### src/rtl/lcacc_ram.sv
// generic simple dual-port ram, one write and one registered read per cycle
// no dependencies

module lcacc_ram #(
  parameter int WIDTH = 8,
  parameter int DEPTH = 16
) (
  input  logic                                     clk,
  input  logic                                     we,
  input  logic [(DEPTH > 1 ? $clog2(DEPTH) : 1)-1:0] waddr,
  input  logic [WIDTH-1:0]                         wdata,
  input  logic [(DEPTH > 1 ? $clog2(DEPTH) : 1)-1:0] raddr,
  output logic [WIDTH-1:0]                         rdata
);

  logic [WIDTH-1:0] mem [DEPTH];

  always_ff @(posedge clk) begin
    if (we) begin
      mem[waddr] <= wdata;
    end
    rdata <= mem[raddr];
  end

endmodule

### config.mk
export PLATFORM = sky130hd
export DESIGN_NAME = lcacc_ram
export DESIGN_NICKNAME = d
export VERILOG_FILES = /design/src/rtl/lcacc_ram.sv
export SDC_FILE = /design/constraint.sdc
export NUM_CORES = 1
export LEC_CHECK = 0
export BUFFER_PORTS_ARGS = -buffer_cell sky130_fd_sc_hd__buf_2
export CAP_MARGIN = 20
export CORE_AREA = 10 10 127 117
export DETAILED_ROUTE_END_ITERATION = 12
export DIE_AREA = 0 0 137 127
export PLACE_DENSITY_LB_ADDON = 0.15
export SYNTH_ARGS = -nofsm -noshare
export SYNTH_HDL_FRONTEND = slang
export SYNTH_SLANG_ARGS = --single-unit
### constraint.sdc
create_clock -name clk -period 5.7 [get_ports clk]
set_clock_uncertainty 0.05 [all_clocks]
set_input_delay 0.855 -clock clk [delete_from_list [all_inputs] [get_ports clk]]
set_output_delay 0.855 -clock clk [all_outputs]
set_load 0.05 [all_outputs]
==> impl_metrics.toml <==
[outcome]
status = "finished, final reports clean"

[final_layout]
drive_gt1_share_pct = 27.1
design_area_sq_um = 6010
fin_nets = 285
num_antenna_cells = 0
fillCellCount = 1033
final_cells = 444
area_delta_synth_final_pct = 16.7
fin_util_pct = 48.5

[global_routing]
antenna_found_initial = 0
grt_pass1_wl_um = 15000
grt_max_degree = 33
track_usage_pct = 12.1
first_global_vias = 2437
overflow = 0

[die]
chipHeight_um = 127
coreArea_sq_um = 12400
initial_utilization_pct = 41.5
rows = 39
die_w_um = 137
die_area_sq_um = 17400
io_pins = 26

[power_and_ir_drop]
power_frac_seq_pct = 48.9
p_sw_mw = 0.463
p_leak_nw = 1.99
p_per_area_nw_per_um2 = 383
finalPower_mw = 2.30
switching_share_pct = 20.1
vdd_ir_drop_max_mv = 0.226
p_clk_share_pct = 45.9
power_frac_comb_pct = 5.2
power.internal_mw = 1.84

[synth]
synth_xor_area_share_pct = 0
synthesis.area_sq_um = 5150
async_reset_ff_share_pct = 0
synth-compound-area-share_pct = 2.33
synth_fp_nets = 247
synthSimpleGateAreaFrac_pct = 3.18
synth.distinct_cells = 19
synth_top_area_cell = "edfxtp_1"
synth_top_cells_by_area = "edfxtp_1 (75%), mux4_2 (7.9%), mux4_1 (7.1%)"
synth_edf_count = 128
synth.most_common_cell = "edfxtp_1"
ys_seq_elements = 136
ys_warn_count = 0
synthMuxAreaShare_pct = 15.0
seq_area_frac_synth_pct = 77.8
netlist.area_leader.share_pct = 74.7
synth_cells = 229
synth_common_cells = "edfxtp_1 (128), mux4_2 (18), a22oi_1 (16)"
synth_top_family_by_area = "multiplexers"
synthAdderAreaFrac_pct = 0
syn_area_per_cell_sq_um = 22.5
synth-main-ff-cell = "edfxtp_1"

[sta]
finalSetupTns_ns = 0
worstMarginPinSlew_ns = 1.12
max_clock_freq_mhz = 446
setup_viol = 0
hold_viol_final = 0
finalMaxSlewViolations = 0
slew_headroom_pct = 25.2
rsz0062_at_grt = "no"
period_share_pct = 39.3
period_needed_ns = 2.24

[clock_tree]
cts_made_buffers = 17
cts_root_buf = "clkbuf_16"
cts.path.max_buffers = 2
cts_resized = 0
cts_tree = "built"
h-tree-depth = 4
path_clk_slew_ns = 0.06
ctsHoldBuffers = 0
clkLatencyLatePin_ns = 0.41
numClockSinks = 136
post_cts_buffers = 0

[drt]
wirelength_um = 10100
drtIter0Drc = 206
drc = 0
vias = 2400
avgRoutedWirePerCell_um = 22.7
dr.pass1.iters = 5
vias_per_cell = 5.41
antenna_left = 0

[placement]
io_buffers = 25
finalWeightedCongestion = 0.710
dp_cells = 412
hpwl_um = 6080
post_dp_cell_area_sq_um = 5430

[critical_path]
ff2ff_path_depth = 3
crit_required_ns = 5.68
arrival_ns = 2.22
cp_max_fo = 8
worstSetupPathType = "in -> reg"
cp-start-kind = "input pin"
crit_path_end_kind = "flop"

[job]
maxCapViolCount = 0

[worst_hold_path]
min_path_cells = 3
hp-class = "reg -> reg"
==> logic make-up after synthesis <==
| kind of cell | Yosys count |
|---|---|
| AO/OA/AOI/OAI | 16 |
| buffers and inverters | 10 |
| AND/OR/NAND/NOR | 35 |
| multiplexers | 32 |
| flip-flops | 136 |
==> area by class of cell <==
type | instances | area [sq um] | area share [%]
clock buffers | 25 | 485 | 8.08
multi-input cells | 83 | 1060 | 17.7
flip-flops and latches | 136 | 4000 | 66.7
repair buffers | 29 | 155 | 2.58
well taps | 164 | 205 | 3.42
clock inverters | 7 | 93.8 | 1.56
==> worst max-delay path, stage by stage <==
cell and delay, ns:
buf_2 0.11, or3b_2 0.51, nor2_1 0.73
==> stage by stage <==
step / worst slack, ns / hold WS, ns
after detailed placement: 3.00 / 0.601
after floorplan: 3.30 / 0.579
after CTS: 3.43 / 0.616
final: 3.46 / 0.612
after global placement: 2.99 / 0.604
after global routing: 3.33 / 0.650
==> placed cells by master, fill, tap and decap left out, types with 2 or more instances in the layout <==
cell type and count:
dfxtp_1 8, clkbuf_16 17, mux4_2 18, buf_2 25, nand2_1 9, a22oi_1 16, mux4_1 14, clkbuf_1 5
clkbuf_8 3, nor3_1 3, clkinv_2 2, nor2_1 13, nand2b_1 2, clkinvlp_4 2, edfxtp_1 128, nand3b_1 2
buf_4 4, bufinv_16 2
==> worst paths after layout <==
kind / startpoint / end / slack (ns)
hold / removal: mem[14][0] / rdata[0] / 0.61
hold reg to reg: mem[14][0] / rdata[0] / 0.61
setup / recovery: waddr[2] / mem[2][3] / 3.46
setup reg to reg: mem[1][2] / rdata[2] / 4.29
==> power by group through the flow <==
stage	logic, mW	registers (mW)	clock network (mW)
floorplan	0.0568	1.17	0
global placement	0.122	1.15	0
detailed placement	0.123	1.15	0
CTS	0.123	1.13	1.07
global route	0.130	1.13	1.11
finish	0.120	1.13	1.05
==> sequential cells by signal, indices dropped and copies added, names as in the netlist <==
register	cells
mem	128
rdata	8
==> metal layers <==
layer | vias to the layer above | GRT usage (%) | share of wire, %
met5 | - | 0 | 0
met4 | 0 | 5.89 | 1.7
met3 | 13 | 3.53 | 4.4
met2 | 64 | 17.5 | 47
met1 | 1275 | 16.5 | 47
li1 | 1048 | - | -
No activity file was read; power rests on OpenSTA's default activity.
