--- config.mk ---
export PLATFORM = sky130hd
export DESIGN_NAME = lcacc_div
export DESIGN_NICKNAME = d
export VERILOG_FILES = /design/src/rtl/lcacc_pkg.sv /design/src/rtl/lcacc_div.sv
export SDC_FILE = /design/constraint.sdc
export NUM_CORES = 1
export LEC_CHECK = 0
export BUFFER_PORTS_ARGS = -buffer_cell sky130_fd_sc_hd__buf_2
export CAP_MARGIN = 40
export CORE_ASPECT_RATIO = 1.4
export CORE_MARGIN = 2
export CORE_UTILIZATION = 63
export CTS_BUF_LIST = sky130_fd_sc_hd__clkbuf_8
export DETAILED_ROUTE_END_ITERATION = 8
export GPL_TIMING_DRIVEN = 0
export PLACE_DENSITY = 0.93
export SLEW_MARGIN = 20
export SYNTH_ARGS = -nofsm -noshare
export SYNTH_HDL_FRONTEND = slang
export SYNTH_SLANG_ARGS = --single-unit
--- constraint.sdc ---
create_clock -name clk -period 8.3 [get_ports clk]
set_input_delay 2.49 -clock clk [delete_from_list [all_inputs] [get_ports clk]]
set_output_delay 2.49 -clock clk [all_outputs]
set_load 0.01 [all_outputs]
--- src/rtl/lcacc_pkg.sv ---
// shared types and constants for the label centroid accumulator
// no dependencies; used by lcacc_div and label_centroid_accumulator

package lcacc_pkg;

  localparam int LABEL_W = 10;
  localparam int COORD_W = 12;
  localparam int SUM_W   = 36;
  localparam int COUNT_W = 25;
  localparam int ORDER_W = 10;
  localparam int REQ_W   = 2;

  localparam logic [REQ_W-1:0] REQ_ACC   = 2'd0;
  localparam logic [REQ_W-1:0] REQ_READ  = 2'd1;
  localparam logic [REQ_W-1:0] REQ_CLEAR = 2'd2;

  localparam logic [COUNT_W-1:0] COUNT_CAP = 25'h1000000;

  typedef struct packed {
    logic [ORDER_W-1:0] order;
    logic [COUNT_W-1:0] count;
    logic [SUM_W-1:0]   sum_y;
    logic [SUM_W-1:0]   sum_x;
  } entry_t;

  typedef struct packed {
    logic               start;
    logic [SUM_W-1:0]   dividend;
    logic [COUNT_W-1:0] divisor;
  } div_cmd_t;

endpackage

--- src/rtl/lcacc_div.sv ---
// restoring divider, one quotient bit per cycle, twelve-bit quotient
// depends on lcacc_pkg; dividend must be below divisor times 4096

module lcacc_div (
  input  logic                                clk,
  input  logic                                rst,
  input  lcacc_pkg::div_cmd_t                 cmd,
  output logic                                done,
  output logic [lcacc_pkg::COORD_W-1:0]       quotient
);

  localparam int QW = lcacc_pkg::COORD_W;
  localparam int CW = lcacc_pkg::COUNT_W;
  localparam int HW = lcacc_pkg::SUM_W - QW;

  logic                 busy;
  logic [3:0]           step;
  logic [CW-1:0]        rem;
  logic [CW-1:0]        dvs;
  logic [QW-1:0]        low;
  logic [CW:0]          trial;
  logic                 fits;

  assign trial = {rem, low[QW-1]};
  assign fits  = trial >= {1'b0, dvs};

  always_ff @(posedge clk) begin
    if (rst) begin
      busy <= 1'b0;
      done <= 1'b0;
      step <= '0;
    end else begin
      done <= 1'b0;
      if (cmd.start) begin
        busy <= 1'b1;
        step <= '0;
        rem  <= CW'(cmd.dividend[lcacc_pkg::SUM_W-1 -: HW]);
        low  <= cmd.dividend[QW-1:0];
        dvs  <= cmd.divisor;
      end else if (busy) begin
        if (fits) begin
          rem      <= CW'(trial - {1'b0, dvs});
          quotient <= {quotient[QW-2:0], 1'b1};
        end else begin
          rem      <= trial[CW-1:0];
          quotient <= {quotient[QW-2:0], 1'b0};
        end
        low  <= {low[QW-2:0], 1'b0};
        step <= step + 4'd1;
        if (step == 4'(QW - 1)) begin
          busy <= 1'b0;
          done <= 1'b1;
        end
      end
    end
  end

endmodule

==> metrics.md <==
| Metric | Value |
|---|---|
| Comb pwr share | 27.6% |
| Post-Syn Instances | 394 |
| Post-Syn Nets | 485 |
| Final Cycle Share | 54.2% |
| I/O pins | 77 |
| Final Hold Fails | 0 |
| Slew margin rel. | 53.0% |
| Endpoints failing setup | 0 |
| Power density over cell area | 201 nW/um^2 |
| Routed WL per cell | 17.9 um |
| Routability cong. | 0.926 |
| Max-cap check violation count | 0 |
| WHS | 0.451 ns |
| Power share of the clock group | 25.5% |
| H-tree Lvls | 3 |
| DRT Wirelength | 10400 um |
| Syn_area_per_cell | 11.3 um^2 |
| Int Power | 0.712 mW |
| Number of global-route vias before repair | 3458 |
| DR pass1 iterations | 4 |
| Sw frac | 32.0% |
| Core ar. | 6890 um^2 |
| Global-route wire length before repair | 16200 um |
| Final clock skew | 0.0117 ns |
| Hold Buf Count CTS | 0 |
| Initial antenna violation count | 0 |
| EDFF count, synth | 74 |
| Tmin final | 4.50 ns |
| CP Launch Type | input pin |
| Worst setup EP type | flip-flop |
| Critical Path AT | 4.58 ns |
| Post-synth top area share | 49.9% |
| Final nets | 573 |
| All-Layer GR Usage | 28.6% |
| Register bit total from synthesis | 80 |
| Synthesized area | 4450 um^2 |
| Dominant cells by area after synthesis | edfxtp_1 (50%), ha_1 (7.3%), a21oi_1 (2.9%) |
| Critical path type | in -> reg |
| Mux cell area share after synthesis | 6.38% |
| CTS tree | built |
| Seq/Total Area, Yosys | 52.6% |
| Main flop type after synthesis | edfxtp_1 |
| Clk buf depth | 2 |
| Chip width | 75.0 um |
| Max VDD drop | 161 uV |
| Number of DRC markers after the initial detailed-route iteration | 259 |
| IO buf count | 74 |
| Adder-Cell Fraction of Synth Area | 7.76% |
| CP max FO | 14 |
| Fmax | 0.222 GHz |
| Post-layout util | 75.5% |
| Status | finished clean |
| Post-cts sizing count | 0 |
| Vias/cell | 5.91 |
| Clock Pin Slew Worst Setup and Hold Paths | 0.09 ns |
| Total congestion overflow | 0 |
| Clock sinks | 80 |
| Post-route ant nets | 0 |
| # diodes | 0 |
| Pin count of the biggest net entering global routing | 26 |
| Sequential Power Share | 46.9% |
| Worst hold path type | reg -> reg |
| Num rows | 36 |
| Net switching component of the power | 0.334 mW |
| Fill cells | 478 |
| Leakage power | 2.20 nW |
| Setup Buffers After CTS | 0 |
| Main combinational cell family by area after synthesis | compound AO/OA/AOI/OAI gates |
| Unique cell type count in the Yosys netlist | 54 |
| RSZ-0062 raised after global routing | false |
| Sum of negative setup slack | 0 ns |
| Area Overhead vs Synth | 16.9% |
| Initial core utilization | 64.6% |
| Synth async-reset ratio | 0% |
| Clock Latency Late Sink | 0.38 ns |
| DP HPWL | 7570 um |
| Die ar. | 7760 um^2 |
| Root buf cell | clkbuf_8 |
| Slew @ Worst Pin | 0.706 ns |
| Synth warn | 0 |
| Post-Synth XOR/XNOR Area | 3.74% |
| Die Height | 103 um |
| Layout cells sized above 1 | 25.1% |
| DRC viols | 0 |
| Cts bufs inserted | 9 |
| Worst endpoint required time | 8.39 ns |
| Synth Area in Simple Gates | 10.9% |
| Overall power | 1.05 mW |
| Compound-Gate Fraction of Synth Area | 14.1% |
| Yosys top cell by area | edfxtp_1 |
| Fin. max-slew vios | 0 |
| DR vias | 3439 |
## registers in the layout, summed over array words and instances (netlist names)
register / flops
quotient: 12
dvs: 25
rem: 25
low: 12
busy: 1
step: 4
done: 1
## worst max-delay path, stage by stage
cell	delay, ns
clkbuf_1	0.37
inv_1	0.26
clkbuf_1	0.33
clkbuf_1	0.40
nor2_4	0.50
buf_16	0.21
## routing by layer
layer	vias up	track usage, %	wire [um]
li1	1633	-	-
met1	1639	33.6	4030
met2	147	49.1	5560
met3	20	6.69	575
met4	0	12.8	238
met5	-	0	0
## layout make-up
cell class	instances	area, um^2	share of cell area, %
Buffer	14	77.6	1.49
Clock buffer	9	124	2.38
Clock inverter	7	55.1	1.06
Inverter	32	120	2.31
Multi-Input combinational cell	268	1930	37.1
Sequential cell	80	2340	45.0
Tap cell	95	119	2.29
Timing Repair Buffer	77	433	8.32
## logic make-up (layout without fill, tap and decap cells)
group                      after synthesis  after routing
and+or+nand+nor                        102            102
AOI/OAI and AO/OA                       94             94
DFF                                     80             80
buffers and inverters                   46            139
adders and majority gates               27             27
muxes                                   26             26
xor gates and xnor gates                19             19
## worst paths after layout
kind,slack (ns),end,cells after the start,start
setup / recovery,3.80,dvs[18],6,cmd[61]
hold / removal,0.45,quotient[2],0,quotient[1]
setup reg to reg,4.99,rem[16],11,dvs[0]
hold reg to reg,0.45,quotient[2],0,quotient[1]
## cells in the mapped netlist, types with 2 or more instances
cell,n
a211oi_1,4
a21o_1,8
a21oi_1,26
a21oi_2,3
a2bb2oi_1,2
a31oi_1,10
and2_1,6
and3_1,4
and4_1,2
buf_6,3
clkbuf_1,9
dfxtp_1,6
edfxtp_1,74
ha_1,26
inv_1,31
mux2_2,11
mux2_4,2
mux2i_1,13
nand2_1,27
nand3_1,10
nand4_1,3
nor2_1,31
nor2b_1,2
nor3_1,6
nor4_1,3
o211ai_1,5
o21a_1,5
o21ai_0,11
o21ai_1,2
o21bai_1,4
o2bb2ai_1,3
o31ai_1,2
or2_2,2
xnor2_1,9
xor2_1,10
## power groups by stage
stage,Sequential [mW],Clock [mW],Combinational [mW]
detailed placement,0.499,0,0.280
CTS,0.490,0.271,0.283
global placement,0.498,0,0.264
finish,0.490,0.267,0.289
floorplan,0.496,0,0.206
global route,0.492,0.284,0.318
## metrics by stage
step                setup WS [ns]  area (um^2)  std cells
floorplan                    3.17         4450        394
global placement             2.08         4940        563
detailed placement           3.37         4990        565
CTS                          3.75         5170        581
global route                 3.75         5200        582
finish                       3.80         5200        582
## cells in the final DEF (no fill, tap or decap), types with 3 or more instances in the layout
cell type  count
o21a_1         5
a21oi_1       26
nor4_1         3
mux2i_1       13
nor3_1         6
ha_1          26
and3_1         4
clkbuf_8       9
o2bb2ai_1      3
nand4_1        3
inv_1         31
a21oi_2        3
o21bai_1       4
clkbuf_1       9
a31oi_1       10
xnor2_1        9
nor2_1        29
a21o_1         8
edfxtp_1      74
xor2_1        10
buf_6          3
nand3_1       10
a211oi_1       4
o21ai_0       11
buf_2         75
o211ai_1       5
nand2_1       27
and2_1         6
dfxtp_1        6
mux2_2        11
Note: power is estimated with default switching activity, not from simulation.
